**src/design/cfe_pkg.sv**
```systemverilog
package cfe_pkg;

   // fixed field widths of the transactions
   localparam int DATA_W  = 8;
   localparam int ADDR_W  = 8;
   localparam int LEN_W   = 9;
   localparam int RUN_W   = 8;

   // writes one payload byte can cause: data, code patch, final code, terminator
   localparam int SLOTS   = 4;
   localparam int SLOT_W  = $clog2(SLOTS);

   // slot roles inside a queued entry
   localparam int SLOT_FIRST  = 0;
   localparam int SLOT_SPLIT  = 1;
   localparam int SLOT_CLOSE  = 2;
   localparam int SLOT_TERM   = 3;

   // decoupling queue between front and back
   localparam int QUEUE_DEPTH = 2;
   localparam int QPTR_W      = $clog2(QUEUE_DEPTH);
   localparam int QCNT_W      = $clog2(QUEUE_DEPTH + 1);

   // one frame memory write
   typedef struct packed {
      logic [ADDR_W-1:0] frame_addr;
      logic [DATA_W-1:0] frame_value;
      logic              frame_end;
      logic [LEN_W-1:0]  frame_length;
   } slot_type;

   // all writes of one payload byte, with the sticky overflow after that byte
   typedef struct packed {
      logic [SLOTS-1:0] mask;
      logic             overflow;
      slot_type [SLOTS-1:0] slot;
   } entry_type;

endpackage

```
**src/design/cfe_front.sv**
```systemverilog
module cfe_front #(
   parameter int FRAME_DEPTH = 256,
   parameter int MAX_RUN     = 254
) (
   input  logic                       clock,
   input  logic                       reset,
   input  logic                       req_valid,
   output logic                       req_ready,
   input  logic [cfe_pkg::DATA_W-1:0] req_data_byte,
   input  logic                       req_last_byte,
   input  logic                       queue_full,
   output logic                       push,
   output cfe_pkg::entry_type         push_entry
);

   localparam int POS_W = $clog2(FRAME_DEPTH + 1);
   localparam int AX_W  = (POS_W > cfe_pkg::ADDR_W) ? POS_W : cfe_pkg::ADDR_W;
   localparam int LX_W  = (POS_W + 1 > cfe_pkg::LEN_W) ? POS_W + 1 : cfe_pkg::LEN_W;

   logic [POS_W-1:0]          code_pos_ff, code_pos_in;
   logic [POS_W-1:0]          write_pos_ff, write_pos_in;
   logic [cfe_pkg::RUN_W-1:0] run_ff, run_in;
   logic                      ovf_ff, ovf_in;

   logic                      accept;
   logic                      nonzero, hit, closed, clamp;
   logic [POS_W-1:0]          wp1, cp1, wp2, cp2, taddr;
   logic [cfe_pkg::RUN_W-1:0] run1, run2;
   logic [POS_W-1:0]          addr0;
   logic [cfe_pkg::DATA_W-1:0] val0;
   logic                      ok0, ok1, ok2;
   logic                      ovf_next;
   logic [LX_W-1:0]           len_x;

   function automatic logic [POS_W-1:0] sat_inc(input logic [POS_W-1:0] p);
      return (p < POS_W'(FRAME_DEPTH)) ? p + POS_W'(1) : p;
   endfunction

   function automatic logic [cfe_pkg::ADDR_W-1:0] low_addr(input logic [POS_W-1:0] p);
      logic [AX_W-1:0] x;
      x = AX_W'(p);
      return x[cfe_pkg::ADDR_W-1:0];
   endfunction

   assign req_ready = !queue_full;
   assign accept    = req_valid && req_ready;

   // classify the byte and work out its writes
   always_comb begin
      nonzero = (req_data_byte != '0);
      addr0   = nonzero ? write_pos_ff : code_pos_ff;
      val0    = nonzero ? req_data_byte : run_ff + cfe_pkg::RUN_W'(1);
      ok0     = addr0 < POS_W'(FRAME_DEPTH);

      wp1  = sat_inc(write_pos_ff);
      run1 = nonzero ? run_ff + cfe_pkg::RUN_W'(1) : '0;
      cp1  = nonzero ? code_pos_ff : write_pos_ff;

      hit    = nonzero && (run1 >= cfe_pkg::RUN_W'(MAX_RUN));
      closed = hit && req_last_byte;
      ok1    = cp1 < POS_W'(FRAME_DEPTH);

      if (hit && !req_last_byte) begin
         cp2  = wp1;
         wp2  = sat_inc(wp1);
         run2 = '0;
      end else begin
         cp2  = cp1;
         wp2  = wp1;
         run2 = run1;
      end
      ok2 = cp2 < POS_W'(FRAME_DEPTH);

      clamp = wp2 >= POS_W'(FRAME_DEPTH);
      taddr = clamp ? POS_W'(FRAME_DEPTH - 1) : wp2;
      len_x = LX_W'(taddr) + LX_W'(1);

      ovf_next = ovf_ff | !ok0 | (hit & !ok1)
               | (req_last_byte & !closed & !ok2)
               | (req_last_byte & clamp);
   end

   // pack the entry for the back part
   always_comb begin
      push_entry = '0;
      push_entry.overflow = ovf_next;

      push_entry.mask[cfe_pkg::SLOT_FIRST] = ok0;
      push_entry.slot[cfe_pkg::SLOT_FIRST].frame_addr  = low_addr(addr0);
      push_entry.slot[cfe_pkg::SLOT_FIRST].frame_value = val0;

      push_entry.mask[cfe_pkg::SLOT_SPLIT] = hit && ok1;
      push_entry.slot[cfe_pkg::SLOT_SPLIT].frame_addr  = low_addr(cp1);
      push_entry.slot[cfe_pkg::SLOT_SPLIT].frame_value = run1 + cfe_pkg::RUN_W'(1);

      push_entry.mask[cfe_pkg::SLOT_CLOSE] = req_last_byte && !closed && ok2;
      push_entry.slot[cfe_pkg::SLOT_CLOSE].frame_addr  = low_addr(cp2);
      push_entry.slot[cfe_pkg::SLOT_CLOSE].frame_value = run2 + cfe_pkg::RUN_W'(1);

      push_entry.mask[cfe_pkg::SLOT_TERM] = req_last_byte;
      push_entry.slot[cfe_pkg::SLOT_TERM].frame_addr   = low_addr(taddr);
      push_entry.slot[cfe_pkg::SLOT_TERM].frame_end    = 1'b1;
      push_entry.slot[cfe_pkg::SLOT_TERM].frame_length = len_x[cfe_pkg::LEN_W-1:0];
   end

   // drop entries that carry no write
   assign push = accept && (push_entry.mask != '0);

   // advance frame state; return to start after the terminator
   always_comb begin
      code_pos_in  = code_pos_ff;
      write_pos_in = write_pos_ff;
      run_in       = run_ff;
      ovf_in       = ovf_ff;
      if (accept) begin
         if (req_last_byte) begin
            code_pos_in  = '0;
            write_pos_in = POS_W'(1);
            run_in       = '0;
            ovf_in       = 1'b0;
         end else begin
            code_pos_in  = cp2;
            write_pos_in = wp2;
            run_in       = run2;
            ovf_in       = ovf_next;
         end
      end
   end

   always_ff @(posedge clock) begin
      if (reset) begin
         code_pos_ff  <= '0;
         write_pos_ff <= POS_W'(1);
         run_ff       <= '0;
         ovf_ff       <= 1'b0;
      end else begin
         code_pos_ff  <= code_pos_in;
         write_pos_ff <= write_pos_in;
         run_ff       <= run_in;
         ovf_ff       <= ovf_in;
      end
   end

endmodule

```
**src/design/cfe_queue.sv**
```systemverilog
module cfe_queue (
   input  logic               clock,
   input  logic               reset,
   input  logic               push,
   input  cfe_pkg::entry_type push_entry,
   output logic               full,
   input  logic               pop,
   output logic               head_valid,
   output cfe_pkg::entry_type head_entry
);

   cfe_pkg::entry_type entry_ff [cfe_pkg::QUEUE_DEPTH];

   logic [cfe_pkg::QPTR_W-1:0] wr_ptr_ff, wr_ptr_in;
   logic [cfe_pkg::QPTR_W-1:0] rd_ptr_ff, rd_ptr_in;
   logic [cfe_pkg::QCNT_W-1:0] count_ff, count_in;
   logic                       do_push, do_pop;

   assign full       = (count_ff == cfe_pkg::QCNT_W'(cfe_pkg::QUEUE_DEPTH));
   assign head_valid = (count_ff != '0);
   assign head_entry = entry_ff[rd_ptr_ff];

   assign do_push = push && !full;
   assign do_pop  = pop && head_valid;

   // advance pointers and occupancy
   always_comb begin
      wr_ptr_in = wr_ptr_ff;
      rd_ptr_in = rd_ptr_ff;
      count_in  = count_ff;
      if (do_push) begin
         wr_ptr_in = (wr_ptr_ff == cfe_pkg::QPTR_W'(cfe_pkg::QUEUE_DEPTH - 1))
                   ? '0 : wr_ptr_ff + cfe_pkg::QPTR_W'(1);
      end
      if (do_pop) begin
         rd_ptr_in = (rd_ptr_ff == cfe_pkg::QPTR_W'(cfe_pkg::QUEUE_DEPTH - 1))
                   ? '0 : rd_ptr_ff + cfe_pkg::QPTR_W'(1);
      end
      case ({do_push, do_pop})
         2'b10:   count_in = count_ff + cfe_pkg::QCNT_W'(1);
         2'b01:   count_in = count_ff - cfe_pkg::QCNT_W'(1);
         default: count_in = count_ff;
      endcase
   end

   always_ff @(posedge clock) begin
      if (reset) begin
         wr_ptr_ff <= '0;
         rd_ptr_ff <= '0;
         count_ff  <= '0;
      end else begin
         wr_ptr_ff <= wr_ptr_in;
         rd_ptr_ff <= rd_ptr_in;
         count_ff  <= count_in;
      end
   end

   // store entry payload
   always_ff @(posedge clock) begin
      if (do_push) begin
         entry_ff[wr_ptr_ff] <= push_entry;
      end
   end

endmodule

```
**src/design/cfe_back.sv**
```systemverilog
module cfe_back (
   input  logic                       clock,
   input  logic                       reset,
   input  logic                       head_valid,
   input  cfe_pkg::entry_type         head_entry,
   output logic                       pop,
   output logic                       rsp_valid,
   input  logic                       rsp_ready,
   output logic [cfe_pkg::ADDR_W-1:0] rsp_frame_addr,
   output logic [cfe_pkg::DATA_W-1:0] rsp_frame_value,
   output logic                       rsp_frame_end,
   output logic                       rsp_overflow,
   output logic [cfe_pkg::LEN_W-1:0]  rsp_frame_length
);

   cfe_pkg::entry_type         cur_ff, cur_in;
   logic [cfe_pkg::SLOTS-1:0]  mask_ff, mask_in;
   cfe_pkg::slot_type          out_slot_ff, out_slot_in;
   logic                       out_ovf_ff, out_ovf_in;
   logic                       out_valid_ff, out_valid_in;

   logic                       out_free, pick;
   logic [cfe_pkg::SLOT_W-1:0] sel;
   logic [cfe_pkg::SLOTS-1:0]  mask_after;

   assign out_free = !out_valid_ff || rsp_ready;
   assign pick     = out_free && (mask_ff != '0);

   // find the lowest pending write of the current entry
   always_comb begin
      sel = '0;
      for (int i = cfe_pkg::SLOTS - 1; i >= 0; i--) begin
         if (mask_ff[i]) begin
            sel = cfe_pkg::SLOT_W'(i);
         end
      end
   end

   always_comb begin
      mask_after = mask_ff;
      if (pick) begin
         mask_after[sel] = 1'b0;
      end
   end

   // pull the next entry as the current one runs out
   assign pop = head_valid && (mask_after == '0);

   always_comb begin
      cur_in  = cur_ff;
      mask_in = mask_after;
      if (pop) begin
         cur_in  = head_entry;
         mask_in = head_entry.mask;
      end
   end

   // load or hold the output register
   always_comb begin
      out_slot_in  = out_slot_ff;
      out_ovf_in   = out_ovf_ff;
      out_valid_in = out_valid_ff;
      if (pick) begin
         out_slot_in  = cur_ff.slot[sel];
         out_ovf_in   = cur_ff.overflow;
         out_valid_in = 1'b1;
      end else if (rsp_ready) begin
         out_valid_in = 1'b0;
      end
   end

   always_ff @(posedge clock) begin
      if (reset) begin
         mask_ff      <= '0;
         out_valid_ff <= 1'b0;
      end else begin
         mask_ff      <= mask_in;
         out_valid_ff <= out_valid_in;
      end
   end

   always_ff @(posedge clock) begin
      cur_ff      <= cur_in;
      out_slot_ff <= out_slot_in;
      out_ovf_ff  <= out_ovf_in;
   end

   assign rsp_valid        = out_valid_ff;
   assign rsp_frame_addr   = out_slot_ff.frame_addr;
   assign rsp_frame_value  = out_slot_ff.frame_value;
   assign rsp_frame_end    = out_slot_ff.frame_end;
   assign rsp_overflow     = out_ovf_ff;
   assign rsp_frame_length = out_slot_ff.frame_length;

endmodule

```
**src/design/cobs_frame_encoder_unit.sv**
```systemverilog
// Channel | Direction | Signals
// --------+-----------+---------------------------------------------------------------
// req     | in        | req_valid, req_ready, req_data_byte, req_last_byte
// rsp     | out       | rsp_valid, rsp_ready, rsp_frame_addr, rsp_frame_value,
//         |           | rsp_frame_end, rsp_overflow, rsp_frame_length
//
// The front takes one payload byte per cycle while the queue is not full and turns
// it into all its frame writes in that cycle; a two-entry queue hands them to the back.
// The back issues one write per cycle unless an rsp stall holds the output register;
// a byte yields one write for a plain or zero byte, two on a full run, three at frame end.
// Reset is synchronous and clears frame state, queue and output register.
// req_ready drops only while the queue is full; rsp stalls hold the output register.
module cobs_frame_encoder_unit #(
   parameter int FRAME_DEPTH = 256,
   parameter int MAX_RUN     = 254
) (
   input  logic                       clock,
   input  logic                       reset,
   input  logic                       req_valid,
   output logic                       req_ready,
   input  logic [cfe_pkg::DATA_W-1:0] req_data_byte,
   input  logic                       req_last_byte,
   output logic                       rsp_valid,
   input  logic                       rsp_ready,
   output logic [cfe_pkg::ADDR_W-1:0] rsp_frame_addr,
   output logic [cfe_pkg::DATA_W-1:0] rsp_frame_value,
   output logic                       rsp_frame_end,
   output logic                       rsp_overflow,
   output logic [cfe_pkg::LEN_W-1:0]  rsp_frame_length
);

   logic               push, queue_full, pop, head_valid;
   cfe_pkg::entry_type push_entry, head_entry;

   cfe_front #(
      .FRAME_DEPTH (FRAME_DEPTH),
      .MAX_RUN     (MAX_RUN)
   ) u_front (
      .clock         (clock),
      .reset         (reset),
      .req_valid     (req_valid),
      .req_ready     (req_ready),
      .req_data_byte (req_data_byte),
      .req_last_byte (req_last_byte),
      .queue_full    (queue_full),
      .push          (push),
      .push_entry    (push_entry)
   );

   cfe_queue u_queue (
      .clock      (clock),
      .reset      (reset),
      .push       (push),
      .push_entry (push_entry),
      .full       (queue_full),
      .pop        (pop),
      .head_valid (head_valid),
      .head_entry (head_entry)
   );

   cfe_back u_back (
      .clock            (clock),
      .reset            (reset),
      .head_valid       (head_valid),
      .head_entry       (head_entry),
      .pop              (pop),
      .rsp_valid        (rsp_valid),
      .rsp_ready        (rsp_ready),
      .rsp_frame_addr   (rsp_frame_addr),
      .rsp_frame_value  (rsp_frame_value),
      .rsp_frame_end    (rsp_frame_end),
      .rsp_overflow     (rsp_overflow),
      .rsp_frame_length (rsp_frame_length)
   );

endmodule

```
**config.mk**
```make
export PLATFORM = sky130hd
export DESIGN_NAME = cobs_frame_encoder_unit
export DESIGN_NICKNAME = d
export VERILOG_FILES = /design/src/design/cfe_pkg.sv /design/src/design/cfe_front.sv /design/src/design/cfe_queue.sv /design/src/design/cfe_back.sv /design/src/design/cobs_frame_encoder_unit.sv
export SDC_FILE = /design/constraint.sdc
export NUM_CORES = 1
export LEC_CHECK = 0
export BUFFER_PORTS_ARGS = -buffer_cell sky130_fd_sc_hd__buf_2
export CAP_MARGIN = 20
export CORE_UTILIZATION = 54
export DETAILED_ROUTE_END_ITERATION = 8
export GPL_ROUTABILITY_DRIVEN = 0
export PLACE_DENSITY = 0.72
export RECOVER_POWER = 100
export SLEW_MARGIN = 20
export SYNTH_ARGS = -nofsm -noshare
export SYNTH_HDL_FRONTEND = slang
export SYNTH_SLANG_ARGS = --single-unit
```
**constraint.sdc**
```tcl
create_clock -name clock -period 9.85 [get_ports clock]
set_clock_uncertainty 0.05 [all_clocks]
set_input_delay 1.97 -clock clock [delete_from_list [all_inputs] [get_ports clock]]
set_output_delay 1.97 -clock clock [all_outputs]
set_load 0.02 [all_outputs]
```
Yosys cells after proc, flatten, opt, wreduce, memory -nomap -nowiden
Memory sizes are Yosys's and may differ from the RTL's. A register that Yosys moved wholly into a read port is not among the register bits. Index checks and enable logic that the tools add are counted.

Add/subtract/negate cells: 10. $lt $le $gt $ge: 9. Equality and inequality tests: 3. Multiplexer cells: 33. Bitwise logic cells: 10. Reduce and logical (&&, ||, !) cells: 28.

Operators by type and width (number): $mux W9 (9); $bmux W26 S2 (1); $lt A9 B9 Y1 const B (5); $mux W8 (4); $add A9 B1 Y9 const B (3); $mux W26 (1); $add A8 B1 Y8 const B (3); $logic_and A1 B1 Y1 (13); $mux W1 (10); $ge A9 B9 Y1 const B (1); $ge A8 B8 Y1 const B (1); $mux W2 (4); $mux W4 (2); $reduce_bool A4 Y1 (2); $reduce_bool A8 Y1 (1); $logic_not A1 Y1 (7); $reduce_bool A2 Y1 (3); $and A1 B1 Y1 (4); $and A4 B4 Y4 (1); $eq A2 B2 Y1 const B (2); $logic_not A4 Y1 (1); $not A4 Y4 (1); $or A1 B1 Y1 (4); $pmux W2 S2 (1); other kinds (8) (9).

Register bits after elaboration: 168. RAM bits: 140. Output and inout bits: 29. Logic and storage cells: 125. Memories kept: 1.

Memories: u_queue.entry_ff (words 2, bits a word 70, rd ports 1, clocked after memory_dff 1, write ports 1, line cfe_queue.sv:12) `cfe_pkg::entry_type entry_ff [cfe_pkg::QUEUE_DEPTH];`.

Logic depth before layout (Yosys ltp)
Gate-level depths: netlist of run 1.

Depth after elaboration: 16. Gate-level depth with buffers: 18.

By module
A second synthesis of run 1 with hierarchy kept.

Cell total of the unflattened synthesis: 1074. Area, all modules: 16146.7 µm².

By module, submodules not included: cfe_queue (times used 1, cells an instance 365, area an instance 8069.0 µm²); cfe_back (times used 1, cells an instance 259, area an instance 4972.3 µm²); cfe_front (times used 1, cells an instance 450, area an instance 3105.5 µm²).

Worst setup path after synthesis of run 1
OpenSTA, ideal clock, no wires.

Path type: input -> register. Start: in rsp_ready. End: reg u_queue.count_ff[1] (netlist name). Setup time: 0.071 ns. Arrival time: 9.047 ns. Required time: 9.729 ns. Path slack: 0.682 ns. Stages: 7. Buffers on the path: 0. Cells stage by stage: nor2b_1 o41ai_1 nand3_1 a211oi_1 ha_1 or3_1 a21oi_1.

Word-level cells in the longest chain between the ends: 8. Elaborated cells on any way between the ends: 10. Classes of those cells: 2 x eq/ne; 2 x mux; 6 x reduce/logical.

Ends and longest elaborated chain: start, declared (line cobs_frame_encoder_unit.sv:24) `input logic rsp_ready,`; $logic_or A1 B1 Y1 * (line cfe_back.sv:26) `assign out_free = !out_valid_ff || rsp_ready;`; $logic_and A1 B1 Y1 * (line cfe_back.sv:27) `assign pick = out_free && (mask_ff != '0);`; $mux W4 * (line cfe_back.sv:41) `if (pick) begin`; $logic_not A4 Y1 * (line cfe_back.sv:47) `assign pop = head_valid && (mask_after == '0);`; $logic_and A1 B1 Y1 * (line cfe_back.sv:47); via pop (line cobs_frame_encoder_unit.sv:32) `logic push, queue_full, pop, head_valid;`; $logic_and A1 B1 Y1 * (line cfe_queue.sv:24) `assign do_pop = pop && head_valid;`; $eq A2 B1 Y1 or $eq A2 B2 Y1 (tied branches) (line cfe_queue.sv:39) `case ({do_push, do_pop})`; $pmux W2 S2 or $reduce_bool A2 Y1 (tied branches); end signal, assigned (line cfe_queue.sv:54) `count_ff <= count_in;`; end, declared (line cfe_queue.sv:16) `logic [cfe_pkg::QCNT_W-1:0] count_ff, count_in;`.

Mark *: on every way through the listed nets, which the timed path passes. The rest lies on a longest branch. A chain may end at the register's enable or synchronous reset.

==> reports/results.ini, run 1 <==
[final_layout]
num_antenna_cells=0
fin_area_um2=12700
layout-drive-gt1-share=0.148
syn_to_final_growth_pct=11.3
fin_nets=870

[clock_tree]
cts_setup_buffers=0
clk_latency_ns=0.54
clk_pin_slew_ns=0.06
clockRootBuffer=clkbuf_16
cts_resized=0
cts_hold_buf=0
clkSinkCount=270
cts_tree=yes
htreeDepth=1
cts_buffer_depth=3
numCtsBuffers=27

[worst_setup_path]
r2r_slack_ns=4.33
crit_required_ns=9.97
critPathCaptureType=flip-flop
crit_type=input pin to flip-flop
cp_max_fo=34
cp.arrival_ns=6.76
setup.worst_path.start_class=input pin

[route]
drc=0
drt_iter0_drc=520
vias=6612
postRouteAntennaNets=0
vias_per_cell=5.80
dr.pass1.iters=5
wl_per_cell_um=19.5
wirelength_mm=22.2

[logic_synthesis]
synth_cells=803
synth_area_leaders=edfxtp_1 (61%), mux2_2 (7.0%), dfxtp_1 (6.5%)
synth_warnings=0
ys_async_sr_fraction=0
synthesis.nets=824
yosys_most_used_dff=edfxtp_1
synth_cell_types=63
avgSynthCellArea_um2=14.2
synth-seq-cells=270
synth.most_common_cell=edfxtp_1
synth.cell_area_um2=11400
yosysSeqAreaShare=0.680
synth_top_area_share=0.615
synth_edf_count=233
synth_commonest_cells=edfxtp_1 (233), nand2_1 (86), mux2_2 (71), nor2_1 (71), dfxtp_1 (37)
post-synth-top-area-cell=edfxtp_1

[worst_hold_path]
hold_class=flip-flop to flip-flop

[global_routing]
grtUsageTotal=0.210
grt_pass1_wl_mm=35.1
grt_max_degree=73
grt_pass1_vias=6501
antenna_found_initial=0
overflow=0

[outcome]
outcome=finished with violations
violations=max-capacitance violations, max-slew violations

[placement]
portBuffers=41
postPlaceCellArea_um2=11900
place.detailed.hpwl_mm=14.2

[die]
die_width_um=147
design.portCount=42
die_y_um=147
rows=52
initial_core_util=0.557
core_um2=20400
fp.dieArea_um2=21700

[timing]
fin_hold_ws_ns=0.389
maxSlewViolCount=221
tns_ns=0
fmax_ghz=0.151
hold_viol_final=0
rsz0062_at_grt=no
period_minus_slack_ns=6.64
worst_pin_slew_ns=4.04
report.final.setup_viol=0
min_period_over_period=0.674
slew_headroom=-1.69

[power_and_ir_drop]
p_leak_uw=0.00439
ir_worst_vdd_uv=271
power.density_nw_per_um2=282

[run]
drv_cap=6

-- per-stage QoR --
stage	cells	total power [uW]	setup slack, ns	util
after CTS	1138	3620	4.36	0.626
after floorplan	803	2340	0.682	-
after detailed placement	1088	2590	3.85	0.583
after global placement	1088	2550	4.02	0.583
final	1140	3570	3.21	0.620
after global routing	1140	3740	2.79	0.620
-- cell usage in the layout, fill, tap and decap left out, drive strengths merged, types with 3 or more instances in the layout --
cell type    n
bufinv       4
clkinvlp     3
o21ai       18
nand2b      12
clkbuf      72
nor4         3
xnor2       21
buf         13
and2        13
nand4b       4
clkinv      10
or4          4
inv         13
ha           8
or3          3
nor2b        4
nand2       86
o21bai       6
dfxtp       37
edfxtp     233
mux2        71
a21oi       30
a21o         4
and4         4
nor3        14
mux4         8
a22oi       17
and3         8
nand3        9
nand4        5
nor2        73
mux2i       15
xor2        17
o41ai        3
-- sequential cells by signal, summed over array words and instances, names as in the netlist, 2 cells and up, named ones only --
signal                   flops
u_front.write_pos_ff         9
u_front.code_pos_ff          9
u_back.rsp_frame_value       8
u_queue.count_ff             2
u_back.rsp_frame_length      9
u_back.rsp_frame_addr        8
u_front.run_ff               8
u_back.mask_ff               4
u_queue.entry_ff           140
u_back.cur_ff               66
-- report_power, final --
part | total (uW) | switching (uW) | internal (uW) | leakage [uW]
sequential | 1780 | 107 | 1680 | 0.00252
combinational | 762 | 490 | 273 | 0.00145
clock | 1030 | 420 | 608 | 0.000426
total | 3570 | 1020 | 2560 | 0.00439
-- kinds of logic after synthesis --
group / Yosys count / share of synthesized area
DFF: 270 / 0.680
and+or+nand+nor: 248 / 0.107
AOI/OAI and AO/OA: 97 / 0.0587
muxes: 94 / 0.0993
buffers and inverters: 48 / 0.0170
xor gates and xnor gates: 38 / 0.0292
adders and majority gates: 8 / 0.00879
-- final cells by class --
class,count,area (um^2)
sequential,270,7740
fill,1587,7760
clock inverter,19,201
inverter,11,41.3
multi-input combinational,485,3430
timing repair buffer,54,229
tap,270,338
clock buffer,31,691
-- critical path, cell delays in order --
cell and delay [ns]:
buf_2 0.11, nor4_1 0.36, nand2_1 0.12, nand2b_1 0.16, ha_1 0.16, o21ai_0 0.07
a211o_1 0.36, nor3_1 0.16, nand2_1 0.18, nor2_1 0.25, o31ai_1 0.21, nor2_1 0.80
clkbuf_1 1.21, buf_4 0.62
-- final timing paths --
| check | from | end | cells past startpoint |
|---|---|---|---|
| setup / recovery | req_data_byte[5] | u_queue.entry_ff[0][11] | 14 |
| hold / removal | u_back.cur_ff[104] | u_back.rsp_overflow | 0 |
| setup reg to reg | u_front.run_ff[0] | u_queue.entry_ff[0][11] | 13 |
| hold reg to reg | u_back.cur_ff[104] | u_back.rsp_overflow | 0 |
-- metal layers --
metal	global-route usage	part of all wire	vias to the layer above
met2	0.334	0.47	220
met5	0	0	-
li1	-	-	3076
met3	0.0320	0.052	49
met1	0.294	0.45	3267
met4	0.0742	0.025	0
(Power assumes the default switching activity.)
==> run 2, diff against run 1 <==
PLACE_DENSITY = 0.75   (was 0.72)
clock period = 6.1 ns   (was 9.85 ns; I/O delays follow)
==> run 2 against run 1 <==
The run still ends with max-capacitance violations, max-slew violations left; non-clock buffer count shrank 1; routed wire length fell by 3.1%; die area unchanged; hold slack worse by 0.0013 ns; sequential power is 60% higher; sequential cell count stayed put; global-route usage down 0.37 points; total power rose by 56%; cell area is 0.66% lower; highest routed layer unchanged.
==> reports/results.ini, run 2 (synthesis results as in run 1) <==
[worst_setup_path]
crit_family=simple AND/OR/NAND/NOR gates
cp_max_fo=70
cp-startpoint=req_data_byte[6]
r2r_slack_ns=1.53
crit_type=input pin to flip-flop
cpMaxStageDelayCell=clkbuf_2
endpoint=u_queue.entry_ff[1][31]
cp.arrival_ns=4.93
crit_chain=clkbuf_1 -> or4_1 -> nor2_1 -> nor2_1 -> ha_1 -> o21ai_0 -> a211o_1 -> nor3_1 -> nand2_1 -> nor2_1 -> o31ai_1 -> nor2_4 -> clkbuf_2
cp_common_cell=nor2_1
slowest_delay_ns=1.03
r2r-start=u_front.run_ff[0]
critPathCaptureType=flip-flop
r2r.worst_path.cells=12
worstSetupPathDepth=13
setup.worst_path.start_class=input pin
worst-path-buf-inv=2
crit_required_ns=5.92
rr_endpoint=u_queue.entry_ff[1][31]

[worst_hold_path]
hold_class=flip-flop to flip-flop

[final_layout]
layout-drive-gt1-share=0.145
reg_top3=u_queue.entry_ff (140), u_back.cur_ff (66)
final_cell_mix=edfxtp_1 (233), nand2_1 (86), nor2_1 (69)
instances_no_fill=1137
final_core_util=0.616
registers.top_by_ff_count=u_queue.entry_ff
num_antenna_cells=0
syn_to_final_growth_pct=10.5
fin_nets=868
final_common_cell=edfxtp_1
multi_input_area_um2=3440
largest_reg_flops=140
regArea_um2=7740
fillers=1608

[global_routing]
overflow=0
grt_max_degree=71
grtUsageTotal=0.206
antenna_found_initial=0
grt_pass1_wl_mm=34.7
grt_pass1_vias=6488

[die]
core_um2=20400
design.portCount=42
initial_core_util=0.557
die_y_um=147
fp.dieArea_um2=21700
rows=52
die_width_um=147

[route]
dr.pass1.iters=5
vias=6494
wirelength_mm=21.5
drt_iter0_drc=560
postRouteAntennaNets=0
vias_per_cell=5.71
drc=0
wl_per_cell_um=18.9

[timing]
period_minus_slack_ns=5.11
min_period_over_period=0.837
worst_pin_slew_ns=3.12
rsz0062_at_grt=no
hold_viol_final=0
slew_headroom=-1.08
maxSlewViolCount=274
report.final.setup_viol=0
fmax_ghz=0.196

[clock_tree]
clkSinkCount=270
clk_latency_ns=0.53
cts_resized=0
clockRootBuffer=clkbuf_16
clk_pin_slew_ns=0.06
cts_hold_buf=0
cts_buffer_depth=3
cts_tree=yes
htreeDepth=1
cts_setup_buffers=0
numCtsBuffers=26

[placement]
place.detailed.hpwl_mm=13.4
dpl.cell_count=1089
portBuffers=41

[outcome]
outcome=finished with violations
violations=max-capacitance violations, max-slew violations

[power_and_ir_drop]
p_leak_uw=0.00437
power.density_nw_per_um2=443
ir_worst_vdd_uv=424

[run]
drv_cap=6

[run 2: metrics by stage]
stage | area, um^2 | hold slack [ns] | setup WS [ns] | setup TNS [ns] | total power [uW]
2_1_floorplan | 11400 | 0.350 | -0.565 | -79.14 | 3760
3_3_place_gp | 11900 | 0.379 | 1.30 | 0 | 4150
3_5_place_dp | 11900 | 0.358 | 1.18 | 0 | 4180
4_1_cts | 12700 | 0.391 | 1.70 | 0 | 5670
5_1_grt | 12600 | 0.411 | 0.632 | 0 | 5850
6_report | 12600 | 0.388 | 0.993 | 0 | 5580
[run 2: power by group]
group,total (uW),switching [uW],internal [uW]
Sequential,2850,151,2700
Combinational,1240,805,439
Clock,1480,637,846
Total,5580,1590,3980
[run 2: worst min-delay path by stage]
stage | startpoint | endpoint | depth (start not counted) | slack [ns]
finish | u_back.cur_ff[104] | u_back.rsp_overflow | 0 | 0.39
global route | u_back.cur_ff[104] | u_back.rsp_overflow | 0 | 0.41
CTS | u_back.cur_ff[104] | u_back.rsp_overflow | 0 | 0.39
detailed placement | u_back.cur_ff[104] | u_back.rsp_overflow | 0 | 0.36
global placement | u_back.cur_ff[104] | u_back.rsp_overflow | 0 | 0.38
floorplan | u_back.cur_ff[104] | u_back.rsp_overflow | 0 | 0.35
[run 2: final cells by class]
type	count	share of cell area
timing repair buffer	53	0.0178
clock inverter	10	0.00388
multi-input combinational	485	0.274
tap	270	0.0269
clock buffer	38	0.0594
sequential	270	0.615
inverter	11	0.00328
[run 2: routing by layer]
| layer | share of wire | wire (um) | global-route usage |
|---|---|---|---|
| met2 | 0.47 | 10100 | 0.333 |
| met3 | 0.051 | 1090 | 0.0311 |
| met4 | 0.019 | 403 | 0.0552 |
| met5 | 0 | 0 | 0 |
| met1 | 0.46 | 9990 | 0.292 |
[run 2: worst reg2reg max path, stage by stage, from the launching register on]
cell,delay [ns]
dfxtp_1,0.53
ha_1,0.34
inv_1,0.14
nor2_1,0.09
ha_1,0.20
o21ai_0,0.14
a211o_1,0.19
nor3_1,0.06
nand2_1,0.18
nor2_1,0.12
o31ai_1,0.80
nor2_4,0
clkbuf_2,1.03
==> run 3, diff against run 2 <==
PLACE_DENSITY = 0.72   (was 0.75)
clock period = 5.3 ns   (was 6.1 ns; I/O delays follow)
==> run 3 against run 2 <==
The run still ends with max-capacitance violations, max-slew violations left; worst setup slack lost 0.24 ns; register-to-register slack lost 0.48 ns; highest routed layer unchanged; total power grew 14%; clock power grew 11%; count of clock-buffer cells in the layout grew 1; non-clock buffer count is the same; via count grew 0.89%; hold slack lost 0.0010 ns; largest cell class unchanged; critical endpoint is now u_queue.entry_ff[1][54]; final cell count is essentially flat; critical path type unchanged.
==> reports/results.ini, run 3 (synthesis results as in run 1) <==
[outcome]
outcome=finished with violations
violations=max-capacitance violations, max-slew violations

[final_layout]
final_core_util=0.614
syn_to_final_growth_pct=10.2
num_antenna_cells=0
fin_nets=868
final_common_cell=edfxtp_1
instances_no_fill=1136
reg_top3=u_queue.entry_ff (140), u_back.cur_ff (66)
largest_reg_flops=140
final_cell_mix=edfxtp_1 (233), nand2_1 (86), nor2_1 (70)
layout-drive-gt1-share=0.145
fin_area_um2=12500
registers.top_by_ff_count=u_queue.entry_ff

[power_and_ir_drop]
clockPowerShare=0.259
p_leak_uw=0.00434
swShare=0.286
power_frac_comb=0.222
ir_worst_vdd_uv=685
power.density_nw_per_um2=507
internal-power_uw=4540
switchingPower_uw=1810
seqPwrFrac=0.518

[worst_setup_path]
critPathCaptureType=flip-flop
cp.arrival_ns=4.77
r2r-start=u_front.run_ff[0]
setup.worst_path.start_class=input pin
r2r.worst_path.cells=16
cp_common_cell=nor2_1
r2r_slack_ns=1.05
crit_required_ns=5.52
worst-path-buf-inv=4
cp_max_fo=13
crit_chain=clkbuf_1 -> or4_1 -> nor2_1 -> nor2_1 -> ha_1 -> o21ai_0 -> a211o_1 -> nor2_1 -> nand3_1 -> o41a_1 -> clkbuf_1 -> and2_0 -> clkinv_1 -> ha_1 -> inv_1 -> nor4_1 -> a311o_1
slowest_delay_ns=0.56
crit_type=input pin to flip-flop
cpMaxStageDelayCell=or4_1
crit_family=simple AND/OR/NAND/NOR gates
rr_endpoint=u_queue.entry_ff[1][54]

[global_routing]
grtUsageTotal=0.210
grt_pass1_wl_mm=35.5
grt_pass1_vias=6712
antenna_found_initial=0
grt_max_degree=72
overflow=0

[clock_tree]
cts_resized=0
clk_latency_ns=0.53
cts_tree=yes
htreeDepth=1
clk_pin_slew_ns=0.06
cts_setup_buffers=0
clockRootBuffer=clkbuf_16
cts_hold_buf=0
cts_buffer_depth=3
clkSinkCount=270
numCtsBuffers=26

[die]
initial_core_util=0.557
fp.dieArea_um2=21700
die_y_um=147
rows=52
design.portCount=42
core_um2=20400
die_width_um=147

[placement]
place.detailed.hpwl_mm=13.8
dpl.cell_count=1088
postPlaceCellArea_um2=11900
portBuffers=41

[timing]
hold_viol_final=0
worst_pin_slew_ns=2.34
tns_ns=0
slew_headroom=-0.560
min_period_over_period=0.858
fmax_ghz=0.220
fin_hold_ws_ns=0.387
maxSlewViolCount=159
rsz0062_at_grt=no
report.final.setup_viol=0
period_minus_slack_ns=4.55

[route]
wirelength_mm=22.1
wl_per_cell_um=19.5
vias_per_cell=5.77
drc=0
postRouteAntennaNets=0
dr.pass1.iters=5
vias=6552
drt_iter0_drc=506

[run]
drv_cap=4

[worst_hold_path]
hold_class=flip-flop to flip-flop
min_from=u_back.cur_ff[104]
holdPathStages=0
hold-path-endpoint=u_back.rsp_overflow

[run 3: layout make-up]
cell class / count / area (um^2)
flip-flops and latches: 270 / 7740
clock buffers: 39 / 721
repair buffers: 53 / 230
clock inverters: 8 / 33.8
inverters: 11 / 41.3
well taps: 270 / 338
multi-input cells: 485 / 3440
fillers: 1593 / 7890
[run 3: worst max-delay path by stage]
| stage | startpoint | endpoint | slack, ns | cells after the start |
|---|---|---|---|---|
| after global routing | req_data_byte[3] | u_queue.entry_ff[1][54] | 0.41 | 17 |
| final | req_data_byte[6] | u_queue.entry_ff[1][54] | 0.75 | 17 |
| after detailed placement | req_data_byte[3] | u_queue.entry_ff[1][54] | 0.49 | 17 |
| after CTS | req_data_byte[3] | u_queue.entry_ff[1][54] | 1.02 | 17 |
| after global placement | req_data_byte[6] | u_queue.entry_ff[0][54] | 0.80 | 17 |
| after floorplan | req_data_byte[6] | u_queue.entry_ff[0][0] | -0.04 | 12 |
[run 3: power groups by stage]
stage,clock [uW],combinational (uW),sequential [uW]
6_report,1650,1410,3290
5_1_grt,1760,1540,3350
4_1_cts,1680,1500,3280
2_1_floorplan,0,925,3390
3_5_place_dp,0,1490,3320
3_3_place_gp,0,1460,3290
[run 3: stage by stage]
step / power, uW / worst slack (ns)
6_report: 6350 / 0.754
5_1_grt: 6650 / 0.406
4_1_cts: 6460 / 1.02
3_5_place_dp: 4810 / 0.485
3_3_place_gp: 4750 / 0.798
2_1_floorplan: 4310 / -0.0361
[run 3: worst reg2reg max path, cell delays in order (launching register included)]
cell	delay [ns]
dfxtp_1	0.42
ha_1	0.40
inv_1	0.10
nor2_1	0.19
ha_1	0.17
o21ai_0	0.07
a211o_1	0.36
nor2_1	0.22
nand3_1	0.21
o41a_1	0.47
clkbuf_1	0.29
and2_0	0.28
clkinv_1	0.09
ha_1	0.23
inv_1	0.11
nor4_1	0.29
a311o_1	0.17
[run 3: metal layers]
metal  vias up  wire length, um  track usage
met5         -                0            0
met4         0              570       0.0691
met3        42             1200       0.0258
met2       197            10500        0.340
met1      3243             9840        0.298
li1       3070                -            -
